## config.mk

```make
export PLATFORM = sky130hd
export DESIGN_NAME = mt19_cell
export DESIGN_NICKNAME = d
export VERILOG_FILES = /design/src/rtl/mt19_cell.sv
export SDC_FILE = /design/constraint.sdc
export NUM_CORES = 1
export LEC_CHECK = 0
export ABC_CLOCK_PERIOD_IN_PS = 800
export BUFFER_PORTS_ARGS = -buffer_cell sky130_fd_sc_hd__buf_2
export CORE_UTILIZATION = 30
export DETAILED_ROUTE_END_ITERATION = 8
export PLACE_DENSITY = 0.69
export SYNTH_ARGS = -nofsm -noshare
export SYNTH_HDL_FRONTEND = slang
export SYNTH_SLANG_ARGS = --single-unit
export TNS_END_PERCENT = 20
```

## constraint.sdc

```tcl
create_clock -name clk -period 0.8 [get_ports clk]
set_input_delay 0.08 -clock clk [delete_from_list [all_inputs] [get_ports clk]]
set_output_delay 0.08 -clock clk [all_outputs]
set_load 0.02 [all_outputs]
```

## src/rtl/mt19_cell.sv

```systemverilog
`default_nettype none

module mt19_cell (
    input  wire logic        clk,
    input  wire logic        shift,
    input  wire logic [31:0] d,
    output logic      [31:0] q
);

    logic [31:0] word_reg;
    logic [31:0] word_next;

    always_comb
    begin
        word_next = shift ? d : word_reg;
    end

    always_ff @(posedge clk)
    begin
        word_reg <= word_next;
    end

    assign q = word_reg;

endmodule

`default_nettype wire

```

==> impl_metrics.csv <==
group,metric,value,unit
worst_setup_path,crit_chain,"buf_6",
grt,grt_pass1_vias,811,
cells_and_area,n_fill_cell,275,
placed_design,gp_congestion,0.566,
yosys,ys_seq_area_share,100,%
clocking,cts.htree.levels,2,
yosys,synthesis.nets,66,
placed_design,place_inst,143,
timing,slew_headroom,92.1,%
yosys,synth.area.top_cells,"edfxtp_1 100%",
detailed_routing,wl_per_cell,12.2,µm
yosys,synth.most_common_cell,"edfxtp_1",
cells_and_area,stdcell_area,1780,µm²
detailed_routing,viasPerCell,3.98,
pwr,ir_worst_vdd,889,µV
grt,grt_max_degree,19,
floorplanning,initial_core_util,31.5,%
clocking,cts_tree,"built",
timing,min_period,0.955,ns
yosys,synth_top_area_share,100,%
detailed_routing,via_count,729,
yosys,ys_seq_elements,32,
worst_setup_path,critPathMaxFanout,1,
yosys,synth_flop_cell,"edfxtp_1",
grt,grt_use_total,14.2,%
timing,slew_viol_final,0,
cells_and_area,areaGrowthSynthToFinish,85.4,%
yosys,yosys.cell_types.count,1,
timing,min_period_over_period,119,%
timing,worst_slew_pin_slew,0.119,ns
job,drv_cap,0,
worst_setup_path,slowest_delay,0.41,ns
worst_setup_path,crit_required,0.72,ns
cells_and_area,num_antenna_cells,0,
cells_and_area,largest_reg_flops,32,
yosys,yosys_warnings,0,
grt,grt.overflow.total,0,
cells_and_area,multi_input_cells,0,
detailed_routing,ant_nets,0,
cells_and_area,multi_input_area,0,µm²
detailed_routing,dr.pass1.iters,4,
timing,setup_viol,32,
detailed_routing,drc,0,
cells_and_area,layout-drive-gt1-share,51.8,%
detailed_routing,first_iter_violations,4,
floorplanning,dieHeight,58.6,µm
hold_path,hp-class,"input port to flop",
floorplanning,io_pins,66,
yosys,synth.avg_cell_area,30.0,µm²
yosys,synthesis.area,961,µm²
worst_setup_path,critPathLaunchType,"flop",
worst_setup_path,path_buf_inv,1,
floorplanning,die_area,3430,µm²
floorplanning,core_area,3050,µm²
yosys,async_flop_share,0,%
yosys,synth_largest_area_cell,"edfxtp_1",
worst_setup_path,criticalPathCategory,"flop to output pin",
yosys,yosys-top-cells-count,"32 x edfxtp_1",
outcome,status,"finished, violations left",
detailed_routing,drt_wl_total,2.23,mm
cells_and_area,instances_no_fill,183,
floorplanning,rows,20,
yosys,syn_inst,32,
floorplanning,die_width,58.6,µm
outcome,violations,"negative setup slack",
cells_and_area,regArea,961,µm²
clocking,cts_root_buffer,"clkbuf_4",
clocking,cts.reportedPaths.clkPinSlew,0.09,ns
yosys,synth-edff-count,32,
clocking,cts_made_buffers,5,
worst_setup_path,slowest_stage,"edfxtp_1",
clocking,cts_max_path_buffers,2,
timing,fmax,1050,MHz
timing,finalWorstSetupSlack,-0.155,ns
worst_setup_path,crit_arrival,0.87,ns
grt,grt_first_pass_wirelength,3.32,mm
timing,final-hold-violation-count,0,
placed_design,port_buffers,65,
cells_and_area,fin_nets,172,
placed_design,placed_cell_area,1380,µm²
worst_setup_path,end_kind,"output pin",
clocking,cts_sinks,32,
worst_setup_path,crit_family,"flip-flops",
grt,grt_antenna_before_repair,0,
pwr,p_per_area,1910,nW/µm²
timing,grt_setup_unrepaired,"yes",
pwr,p_leak,0.000759,µW
## through the flow
step	total power (µW)	setup WS [ns]	TNS, ns	util (%)	hold WS [ns]
detailed placement	2480	0.111	0	45.2	0.258
global route	3590	-0.214	-5.85	58.4	0.167
CTS	3450	-0.175	-4.76	58.0	0.172
global placement	2470	0.119	0	45.2	0.257
finish	3400	-0.155	-3.96	58.4	0.189
floorplan	2240	0.271	0	-	0.179
## metal layers
metal	up-vias	part of all wire [%]	global-route usage [%]
li1	340	-	-
met1	334	33	12.3
met2	44	55	25.6
met3	11	8.0	5.05
met4	0	3.9	12.2
met5	-	0	0
## cell type report
| type | count | share of cell area, % |
|---|---|---|
| sequential | 32 | 53.9 |
| timing repair buffer | 99 | 40.2 |
| tap | 44 | 3.09 |
| clock buffer | 7 | 2.53 |
| clock inverter | 1 | 0.211 |
## cells in the final DEF (no fill, tap or decap)
cell	n
edfxtp_1	32
clkbuf_1	2
clkbuf_4	5
buf_12	2
buf_6	5
buf_2	60
dlygate4sd3_1	32
clkinv_1	1
## report_power, final
part           leakage, µW  total, µW  internal, µW  switching, µW
Sequential        0.000313       2030          1990           36.9
Combinational     0.000419        566           283            283
Clock            0.0000269        809           337            471
Total             0.000759       3400          2610            791
## kinds of logic after synthesis
family	count (synthesis)	synth area share (%)
flip-flops	32	100
## worst paths after layout
path | startpoint | endpoint | slack [ns] | depth (start not counted)
max | q[31]$_DFFE_PP_ | q[31] | -0.15 | 1
min | shift | q[29]$_DFFE_PP_ | 0.19 | 2
## what timing repair did
| action | CTS | global route |
|---|---|---|
| resized for setup | 6 | 4 |
| gates cloned | 0 | 0 |
| endpoints found under the hold margin | 32 | 0 |
| setup endpoints to repair | 32 | 32 |
| hold buffers | 32 | 0 |
| buffers inserted | 0 | 0 |
Power figures use the tool's default switching activity.
