$ cat src/rtl/mt19_pkg.sv
`default_nettype none

package mt19_pkg;

    localparam int unsigned N_WORDS = 624;
    localparam int unsigned M_OFFSET = 397;
    localparam int unsigned IDX_W = 10;

    localparam logic [31:0] INIT_MULT = 32'd1812433253;
    localparam logic [31:0] MATRIX_A = 32'h9908b0df;
    localparam logic [31:0] UPPER_MASK = 32'h80000000;
    localparam logic [31:0] LOWER_MASK = 32'h7fffffff;
    localparam logic [31:0] TEMPER_B = 32'h9d2c5680;
    localparam logic [31:0] TEMPER_C = 32'hefc60000;
    localparam logic [31:0] SEED_RESET = 32'd5489;

    localparam logic [IDX_W-1:0] LAST_IDX = IDX_W'(N_WORDS - 1);

    // push request from the seeding sequencer into the cell chain
    typedef struct packed {
        logic        busy;
        logic        push_valid;
        logic [31:0] push_data;
    } seed_ctrl_t;

    function automatic logic [31:0] twist(input logic [31:0] w0, input logic [31:0] w1,
                                          input logic [31:0] wm);
        logic [31:0] mix;
        mix = (w0 & UPPER_MASK) | (w1 & LOWER_MASK);
        twist = wm ^ (mix >> 1) ^ (mix[0] ? MATRIX_A : 32'd0);
    endfunction

    function automatic logic [31:0] temper(input logic [31:0] x);
        logic [31:0] y;
        y = x;
        y = y ^ (y >> 11);
        y = y ^ ((y << 7) & TEMPER_B);
        y = y ^ ((y << 15) & TEMPER_C);
        y = y ^ (y >> 18);
        temper = y;
    endfunction

endpackage

`default_nettype wire

$ cat src/rtl/mt19_seeder.sv
`default_nettype none

module mt19_seeder (
    input  wire logic              clk,
    input  wire logic              rst_n,
    input  wire logic              start,
    input  wire logic [31:0]       seed,
    input  wire logic [31:0]       prev,
    output mt19_pkg::seed_ctrl_t   ctrl
);

    localparam logic [1:0] S_IDLE = 2'd0;
    localparam logic [1:0] S_SEED0 = 2'd1;
    localparam logic [1:0] S_MUL = 2'd2;
    localparam logic [1:0] S_ADD = 2'd3;

    logic [1:0]                  state_reg, state_next;
    logic [mt19_pkg::IDX_W-1:0]  idx_reg, idx_next;
    logic [31:0]                 prod_reg, prod_next;
    logic [31:0]                 prod_low;

    // only the low 32 bits of the product are kept
    assign prod_low = mt19_pkg::INIT_MULT * (prev ^ (prev >> 30));

    always_comb
    begin
        state_next = state_reg;
        idx_next = idx_reg;
        prod_next = prod_reg;
        ctrl.busy = (state_reg != S_IDLE);
        ctrl.push_valid = 1'b0;
        ctrl.push_data = prod_reg + 32'(idx_reg);
        unique case (state_reg)
            S_IDLE:
            begin
                if (start)
                begin
                    state_next = S_SEED0;
                end
            end
            S_SEED0:
            begin
                ctrl.push_valid = 1'b1;
                ctrl.push_data = seed;
                idx_next = mt19_pkg::IDX_W'(1);
                state_next = S_MUL;
            end
            S_MUL:
            begin
                // prev is the word pushed last cycle, now at the chain tail
                prod_next = prod_low;
                state_next = S_ADD;
            end
            S_ADD:
            begin
                ctrl.push_valid = 1'b1;
                if (idx_reg == mt19_pkg::LAST_IDX)
                begin
                    state_next = S_IDLE;
                end
                else
                begin
                    idx_next = idx_reg + 1'b1;
                    state_next = S_MUL;
                end
            end
            default:
            begin
                state_next = S_IDLE;
            end
        endcase
    end

    always_ff @(posedge clk or negedge rst_n)
    begin
        if (!rst_n)
        begin
            state_reg <= S_SEED0;
            idx_reg <= '0;
        end
        else
        begin
            state_reg <= state_next;
            idx_reg <= idx_next;
        end
    end

    always_ff @(posedge clk)
    begin
        prod_reg <= prod_next;
    end

endmodule

`default_nettype wire

$ cat config.mk
export PLATFORM = sky130hd
export DESIGN_NAME = mt19_seeder
export DESIGN_NICKNAME = d
export VERILOG_FILES = /design/src/rtl/mt19_pkg.sv /design/src/rtl/mt19_seeder.sv
export SDC_FILE = /design/constraint.sdc
export NUM_CORES = 1
export LEC_CHECK = 0
export BUFFER_PORTS_ARGS = -buffer_cell sky130_fd_sc_hd__buf_2
export CORE_AREA = 2 2 132 134
export CTS_CLUSTER_DIAMETER = 80
export DETAILED_ROUTE_END_ITERATION = 10
export DIE_AREA = 0 0 134 136
export PLACE_DENSITY = 0.83
export SLEW_MARGIN = 10
export SYNTH_ARGS = -nofsm -noshare
export SYNTH_HDL_FRONTEND = slang
export SYNTH_SLANG_ARGS = --single-unit
$ cat constraint.sdc
create_clock -name clk -period 3.64 [get_ports clk]
set_clock_uncertainty 0.2 [all_clocks]
set_input_delay 0.364 -clock clk [delete_from_list [all_inputs] [get_ports clk]]
set_output_delay 0.364 -clock clk [all_outputs]
set_load 0.03 [all_outputs]
==> results_dict.tcl, run 1 <==
set metrics [dict create \
    ys_types 55 \
    synth_area_sq_um 10400 \
    grt_max_degree 45 \
    antenna_found_initial 0 \
    start_kind "input port" \
    rsz0062_at_grt "true" \
    synth_fp_nets 1494 \
    ys.flop_type "edfxtp_1" \
    dr.pass1.iters 8 \
    htreeDepth 2 \
    fp.dieW_um 134 \
    grt_pass1_vias 8974 \
    n_fill_cell 951 \
    path_max_fanout 4 \
    final_area_sq_um 13400 \
    viasPerCell 5.61 \
    setup_viol 24 \
    fin_cells 1538 \
    yosys_register_bits 44 \
    clk_path_buf_depth 2 \
    grt.met1_usage_pct 38.1 \
    overflow 0 \
    cts_buffers 5 \
    status "complete, but fails checks" \
    grt_pass1_wl_um 44100 \
    layout-drive-gt1-share_pct 28.7 \
    cts.sinks 44 \
    relSlewSlack_pct 52.4 \
    placed_area_sq_um 12500 \
    regArea_sq_um 1260 \
    hpwl_um 23200 \
    die_area_sq_um 18200 \
    diodes 0 \
    slew_violations 0 \
    wl_per_cell_um 19.1 \
    cp.arrival_ps 6390 \
    placementRows 48 \
    core-area_sq_um 16900 \
    yosysSeqAreaShare_pct 12.2 \
    netlist_instances 1060 \
    syn_avg_cell_area_sq_um 9.79 \
    ant_nets 0 \
    insertion_delay_ps 290 \
    drcViolationCount 0 \
    hold_path.class "input port to flip-flop" \
    multiInputGateArea_sq_um 8840 \
    endpoint_kind "flip-flop" \
    final_nets 1746 \
    area_growth_pct 29.3 \
    async_flop_share_pct 27.3 \
    io_pins 101 \
    layout_min_cycle_time_ps 6550 \
    hold_viol 0 \
    violations "negative setup slack" \
    clk_pin_slew_worst_paths_ps 60 \
    fmax_mhz 153 \
    cts_tree "built" \
    worstPathRequired_ps 3480 \
    busiest_layer "met2" \
    worstMarginPinSlew_ps 715 \
    wl_um 29400 \
    use_met3_pct 3.84 \
    maxCapViolCount 0 \
    portBuffers 100 \
    dp_cells 1508 \
    root_buffer "clkbuf_16" \
    largest_reg_flops 32 \
    die_y_um 136 \
    synth_edf_count 32 \
    r2r_slack_ps 1290 \
    start_util_pct 61.5 \
    finalCritPeriodShare_pct 180 \
    num_vias 8632 \
    place_congestion 0.912 \
    detail_route.iter0.violations 564 \
    finalWorstSetupSlack_ps -2910 \
    grtUsageMet2_pct 54.8 \
    ys_warn_count 0 \
    path_class "input port to flip-flop" \
    layout_commonest_cell "inv_1" \
    track_usage_pct 31.1 \
    final_cell_mix "inv_1, ha_1, buf_4" \
]
cell usage after synthesis (2+ instances only):
cell type  instances  area, sq um
buf_2              2         10.0
o21bai_1           2         15.0
edfxtp_1          32          961
o31ai_1            3         22.5
fa_1             147         2940
nand3_1            9         45.0
o211ai_1           8         60.1
ha_1             220         2750
or2_2              2         12.5
a311o_1            2         20.0
nand2b_1           4         25.0
clkbuf_1          14         52.6
nor2_1            39          146
and3_1            11         68.8
nor2b_1            4         25.0
a211oi_1           4         30.0
o31a_4             2         35.0
dfrtp_1           11          275
xor2_1            42          368
inv_1            259          972
nor3_1             4         20.0
nand4_1            9         56.3
a21oi_1           31          155
o21ai_0           46          230
o21a_1            11         82.6
a31oi_1            6         37.5
nand2_1           50          188
xnor2_1           45          394
and2_1             3         18.8
a21o_1            13         97.6
per-stage QoR:
stage          util [%]  TNS [ps]  worst slack, ps  hold slack, ps
2_1_floorplan         -    -37570            -2710            -132
3_3_place_gp       74.1    -49260            -2880            55.7
3_5_place_dp       74.1    -53370            -3160            53.8
4_1_cts            76.8    -43800            -2780            87.7
5_1_grt            79.5    -49130            -3030             137
6_report           79.5    -46160            -2910            87.5
cells by family after synthesis:
| logic type | synth area share, % |
|---|---|
| compound gates | 9.26 |
| mux | 0.109 |
| flops | 12.2 |
| xor+xnor | 7.35 |
| buf+inv | 9.97 |
| fa+ha+maj | 54.9 |
| simple gates | 6.24 |
worst max-delay path: stages:
cell,delay [ps]
buf_2,140
ha_1,310
ha_1,350
fa_1,580
inv_1,70
fa_1,490
inv_1,60
fa_1,490
fa_1,470
fa_1,540
inv_2,40
fa_1,500
inv_2,60
ha_4,210
buf_4,140
nand4_1,100
inv_1,90
a221o_1,390
a2111o_1,420
a31oi_4,190
o21ai_2,90
a31oi_1,190
xnor2_1,90
path summary, 6_finish.rpt:
kind	end	from	cells after the start
max	prod_reg[31]$_DFFE_PP_	prev[14]	23
min	state_reg[0]$_DFFE_PN1P_	start	3
max reg2reg	idx_reg[3]$_DFFE_PN0P_	idx_reg[0]$_DFFE_PN0P_	7
min reg2reg	state_reg[0]$_DFFE_PN1P_	state_reg[0]$_DFFE_PN1P_	1
max in group asynchronous	state_reg[0]$_DFFE_PN1P_	rst_n	2
min in group asynchronous	state_reg[1]$_DFFE_PN0P_	rst_n	2
timing repair:
action                                  4_1_cts  5_1_grt
buffers inserted                              9       13
hold buffers                                  1        0
resized for setup                            47       64
gates cloned                                  1        0
pin swaps                                    24       31
endpoints found under the setup margin       35       45
endpoints found under the hold margin        11        0
area by class of cell:
| cell class | instances | share of cell area (%) |
|---|---|---|
| Timing Repair Buffer | 261 | 14.0 |
| Multi-Input combinational cell | 741 | 65.9 |
| Tap cell | 225 | 2.10 |
| Clock buffer | 8 | 1.33 |
| Inverter | 259 | 7.25 |
| Sequential cell | 44 | 9.42 |
layer usage:
metal / part of all wire, % / vias to the layer above / routed length (um)
met5: 0 / - / 0
met4: 5.7 / 0 / 1690
met2: 50 / 433 / 14600
li1: - / 3927 / -
met3: 6.5 / 128 / 1910
met1: 38 / 4144 / 11200
Power of run 1 is left out: the tool's default activity adds up to more than one toggle a clock period on the data nets, which glitch-free logic cannot reach.
==> run 2: changes to the inputs <==
--- a/config.mk
+++ b/config.mk
@@ -11,6 +11,7 @@
 export DETAILED_ROUTE_END_ITERATION = 10
 export DIE_AREA = 0 0 134 136
 export PLACE_DENSITY = 0.83
+export SETUP_SLACK_MARGIN = 0.02
 export SLEW_MARGIN = 10
 export SYNTH_ARGS = -nofsm -noshare
 export SYNTH_HDL_FRONTEND = slang
==> run 2 against run 1 <==
  * The flow still finishes with violations (negative setup slack)
  * Highest routed layer unchanged
  * Register-to-register slack about the same
  * Count of clock-buffer cells in the layout unchanged
  * Sequential cell count unchanged
  * Maximum frequency down 0.16%
  * Die area unchanged
  * Critical path depth down 1
==> results_dict.tcl, run 2 (synthesis gave the netlist of run 1 again) <==
set metrics [dict create \
    status "complete, but fails checks" \
    violations "negative setup slack" \
    path_common_cell "fa_1" \
    ant_nets 0 \
    fin_cells 1537 \
    overflow 0 \
    path_delay_family "adder cells" \
    r2r_cells 7 \
    layout-drive-gt1-share_pct 28.7 \
    cp_slowest_stage_delay_ps 580 \
    antenna_found_initial 0 \
    clk_path_buf_depth 2 \
    start_util_pct 61.5 \
    r2r_slack_ps 1280 \
    path_buf_inv 5 \
    track_usage_pct 31.1 \
    hold_start "start" \
    drcViolationCount 0 \
    cts_tree "built" \
    largest_reg_flops 32 \
    dr.pass1.iters 5 \
    holdPathEnd "state_reg[0]$_DFFE_PN1P_" \
    portBuffers 100 \
    grt_pass1_vias 8970 \
    highest_layer "met4" \
    fmax_mhz 152 \
    finalCritPeriodShare_pct 180 \
    met3_wirelength_um 1910 \
    core-area_sq_um 16900 \
    whs_path_depth 3 \
    die_area_sq_um 18200 \
    worstMarginPinSlew_ps 732 \
    dp_cells 1508 \
    fp.dieW_um 134 \
    rsz0062_at_grt "true" \
    timing.rr.end "idx_reg[3]$_DFFE_PN0P_" \
    relSlewSlack_pct 51.2 \
    final_nets 1745 \
    viasPerCell 5.63 \
    root_buffer "clkbuf_16" \
    detail_route.iter0.violations 573 \
    path_cells "buf_2 > ha_1 > ha_1 > fa_1 > inv_1 > fa_1 > inv_1 > fa_1 > fa_1 > fa_1 > inv_2 > fa_1 > inv_2 > ha_4 > a21o_1 > a21o_1 > a221o_1 > a2111o_1 > a31oi_4 > o21ai_2 > a31oi_1 > xnor2_1" \
    worstPathRequired_ps 3480 \
    diodes 0 \
    cts_buffers 5 \
    num_vias 8646 \
    placementRows 48 \
    clk_pin_slew_worst_paths_ps 60 \
    area_growth_pct 29.3 \
    timing.rr.start "idx_reg[0]$_DFFE_PN0P_" \
    hold_path.class "input port to flip-flop" \
    cts.sinks 44 \
    setup_viol 24 \
    finalWorstSetupSlack_ps -2920 \
    path_max_fanout 4 \
    place_ws_ps -3160 \
    hold_viol 0 \
    maxCapViolCount 0 \
    path_class "input port to flip-flop" \
    tns_ps -46160 \
    grt_max_degree 45 \
    htreeDepth 2 \
    start_kind "input port" \
    wl_met1_um 11200 \
    place_congestion 0.912 \
    slew_violations 0 \
    insertion_delay_ps 290 \
    wl_per_cell_um 19.1 \
    layout_min_cycle_time_ps 6560 \
    hpwl_um 23200 \
    final_cell_mix "inv_1, ha_1, buf_4" \
    critical_path_depth 22 \
    cp_slowest_cell "fa_1" \
    met2_length_um 14600 \
    io_pins 101 \
    layout_commonest_cell "inv_1" \
    grt_pass1_wl_um 44000 \
    die_y_um 136 \
    wl_um 29300 \
    endpoint_kind "flip-flop" \
    cp.arrival_ps 6400 \
]
## run 2: metrics by stage
| step | cell area (sq um) | util, % | hold WS [ps] |
|---|---|---|---|
| floorplan | 10700 | - | -132 |
| global placement | 12500 | 74.1 | 55.7 |
| detailed placement | 12500 | 74.1 | 53.8 |
| CTS | 12900 | 76.7 | 87.7 |
| global route | 13400 | 79.5 | 137 |
| finish | 13400 | 79.5 | 87.0 |
## run 2: worst register-to-register path, delay by kind of cell (launching register included)
family	cells	cell delay [ps]
AO/OA/AOI/OAI	3	650
flip-flops	1	450
AND/OR/NAND/NOR	3	700
adder cells (fa/ha/maj)	1	240
## run 2: worst max-delay path by stage
stage,start,to
floorplan,prev[0],prod_reg[31]$_DFFE_PP_
detailed placement,prev[1],prod_reg[31]$_DFFE_PP_
global route,prev[14],prod_reg[31]$_DFFE_PP_
finish,prev[14],prod_reg[31]$_DFFE_PP_
CTS,prev[31],prod_reg[31]$_DFFE_PP_
global placement,prev[1],prod_reg[31]$_DFFE_PP_
## run 2: repair_timing
action	4_1_cts	5_1_grt
cloned	1	0
hold endpoints to repair	11	0
gates resized for setup	45	67
pin swaps	24	31
buffers inserted	9	12
hold buffers	1	0
setup endpoints to repair	35	45
## run 2: area by class of cell
type                    count  area [sq um]
multi-input cells         741          8840
fillers                   952          3460
repair buffers            260          1870
flip-flops and latches     44          1260
inverters                 259           972
well taps                 225           282
clock buffers               8           179
## run 2: metal layers
metal,vias to the layer above,GRT usage [%]
met1,4163,38.1
li1,3923,-
met2,430,54.8
met5,-,0
met3,130,3.84
met4,0,14.5
Power of run 2 is left out for the same reason.
==> run 3: changes to the inputs <==
--- a/config.mk
+++ b/config.mk
@@ -5,11 +5,12 @@
 export SDC_FILE = /design/constraint.sdc
 export NUM_CORES = 1
 export LEC_CHECK = 0
+export ABC_AREA = 1
 export BUFFER_PORTS_ARGS = -buffer_cell sky130_fd_sc_hd__buf_2
-export CORE_AREA = 2 2 132 134
+export CORE_AREA = 2 2 137 139
 export CTS_CLUSTER_DIAMETER = 80
 export DETAILED_ROUTE_END_ITERATION = 10
-export DIE_AREA = 0 0 134 136
+export DIE_AREA = 0 0 139 141
 export PLACE_DENSITY = 0.83
 export SETUP_SLACK_MARGIN = 0.02
 export SLEW_MARGIN = 10
==> run 3 against run 2 <==
  * The flow still finishes with violations (negative setup slack)
  * Critical endpoint is now prod_reg[26]$_DFFE_PP_
  * Synthesized cell count rose by 27%
  * Worst hold slack got worse by 5.6 ps
  * Critical path depth fell by 1
==> results_dict.tcl, run 3 <==
set metrics [dict create \
    rsz0062_at_grt "true" \
    largest_reg_flops 32 \
    drcViolationCount 0 \
    syn_avg_cell_area_sq_um 8.32 \
    path_class "input port to flip-flop" \
    root_buffer "clkbuf_16" \
    worstMarginPinSlew_ps 895 \
    portBuffers 100 \
    finalCritPeriodShare_pct 169 \
    dp_cells 1822 \
    layout-drive-gt1-share_pct 31.4 \
    slew_violations 0 \
    clk_pin_slew_worst_paths_ps 70 \
    yosysSeqAreaShare_pct 11.3 \
    fmax_mhz 163 \
    synth_top_area_cell "fa_1" \
    hold_viol 0 \
    wl_per_cell_um 22.9 \
    place_congestion 0.952 \
    grt_pass1_wl_um 58100 \
    num_vias 11000 \
    synth_area_sq_um 11200 \
    synth_area_leaders "fa_1, ha_1, inv_1" \
    insertion_delay_ps 290 \
    yosys_register_bits 44 \
    endpoint_kind "flip-flop" \
    htreeDepth 2 \
    synth_commonest_cells "inv_1, nand2_1, ha_1" \
    placementRows 50 \
    clk_path_buf_depth 2 \
    finalWorstSetupSlack_ps -2500 \
    grt_pass1_vias 11600 \
    cts.sinks 44 \
    overflow 0 \
    yosys.area.top_type_share_pct 26.3 \
    synth_fp_nets 1782 \
    yosysMostFrequentCell "inv_1" \
    fp.dieW_um 139 \
    relSlewSlack_pct 40.3 \
    area_growth_pct 33.4 \
    dr.pass1.iters 5 \
    setup_viol 24 \
    final_util_pct 81.9 \
    ys.flop_type "edfxtp_1" \
    core-area_sq_um 18300 \
    cp.arrival_ps 5970 \
    path_max_fanout 4 \
    status "complete, but fails checks" \
    wl_um 42500 \
    synth_edf_count 32 \
    place_ws_ps -2620 \
    hold_path.class "input port to flip-flop" \
    grt_max_degree 38 \
    ant_nets 0 \
    fin_cells 1855 \
    die_y_um 141 \
    maxCapViolCount 0 \
    final_nets 2054 \
    die_area_sq_um 19600 \
    viasPerCell 5.93 \
    holdWs_ps 81.3 \
    violations "negative setup slack" \
    n_fill_cell 1027 \
    start_util_pct 61.4 \
    cts_buffers 5 \
    track_usage_pct 38.1 \
    async_flop_share_pct 27.3 \
    cts_tree "built" \
    hpwl_um 28500 \
    ys_warn_count 0 \
    layout_commonest_cell "inv_1" \
    detail_route.iter0.violations 703 \
    io_pins 101 \
    antenna_found_initial 0 \
    worstPathRequired_ps 3480 \
    final_cell_mix "inv_1, nand2_1, buf_4" \
    start_kind "input port" \
    diodes 0 \
    ys_types 50 \
    layout_min_cycle_time_ps 6140 \
    netlist_instances 1348 \
]
## run 3: changes by cell type in the layout (fill, tap and decap cells not counted), moves of 12 or more
| cell | delta |
|---|---|
| nand2_1 | +154 |
| inv_1 | +63 |
| nand3_1 | +42 |
| nor2_1 | +25 |
| ha_1 | -22 |
| xor2_1 | -19 |
| nand2_2 | +18 |
| xnor2_1 | -18 |
| buf_4 | +17 |
| ha_4 | +15 |
| inv_2 | +13 |
| a21oi_2 | +12 |
## run 3: worst max-delay path: stages
cell	delay (ps)
buf_2	150
ha_4	310
ha_4	220
fa_2	640
inv_1	100
fa_1	480
inv_1	170
fa_1	670
fa_2	480
fa_1	510
inv_2	40
fa_2	530
inv_2	50
ha_4	320
nand2_4	80
nor2_4	120
and3_4	200
nand4_1	140
nand3_4	170
a21oi_2	80
xnor2_1	130
## run 3: logic make-up after synthesis
group	share of synthesized area (%)
AND/OR/NAND/NOR	16.0
flip-flops	11.3
multiplexers	0.100
adder cells (fa/ha/maj)	50.8
AO/OA/AOI/OAI	6.13
buffers and inverters	11.7
XOR/XNOR	4.06
## run 3: per-stage QoR
step	cell area [sq um]	setup TNS, ps
after global routing	15000	-48730
after detailed placement	13500	-52970
final	15000	-48130
after CTS	14500	-41910
after global placement	13500	-49530
after floorplan	11600	-35340
## run 3: cell type report
type	instances	area, sq um	area share, %
Multi-Input combinational cell	959	9970	66.7
Timing Repair Buffer	273	1990	13.3
Inverter	337	1270	8.48
Sequential cell	44	1260	8.44
Tap cell	234	293	1.96
Clock buffer	5	125	0.837
Clock inverter	3	46.3	0.310
## run 3: worst paths after layout
path | start | end | slack, ps | cells past startpoint
max in group asynchronous | rst_n | state_reg[0]$_DFFE_PN1P_ | 2680 | 2
min in group asynchronous | rst_n | idx_reg[5]$_DFFE_PN0P_ | 280 | 2
min reg2reg | state_reg[0]$_DFFE_PN1P_ | state_reg[0]$_DFFE_PN1P_ | 330 | 1
max | prev[14] | prod_reg[26]$_DFFE_PP_ | -2500 | 21
max reg2reg | idx_reg[0]$_DFFE_PN0P_ | idx_reg[0]$_DFFE_PN0P_ | 1540 | 7
min | start | state_reg[0]$_DFFE_PN1P_ | 80 | 3
## run 3: metal layers
metal	GRT usage (%)	share of wire [%]	vias up
met5	0	0	-
met4	28.3	11	0
met3	6.59	8.3	354
met2	67.9	47	781
met1	40.8	33	5093
li1	-	-	4778
## run 3: repair_timing
action	CTS	global route
gates resized for setup	138	104
hold buffers	1	0
endpoints found under the hold margin	11	0
pin swaps	66	65
setup buffers	17	11
setup endpoints to repair	25	26
cloned	0	0
Power of run 3 is left out for the same reason.
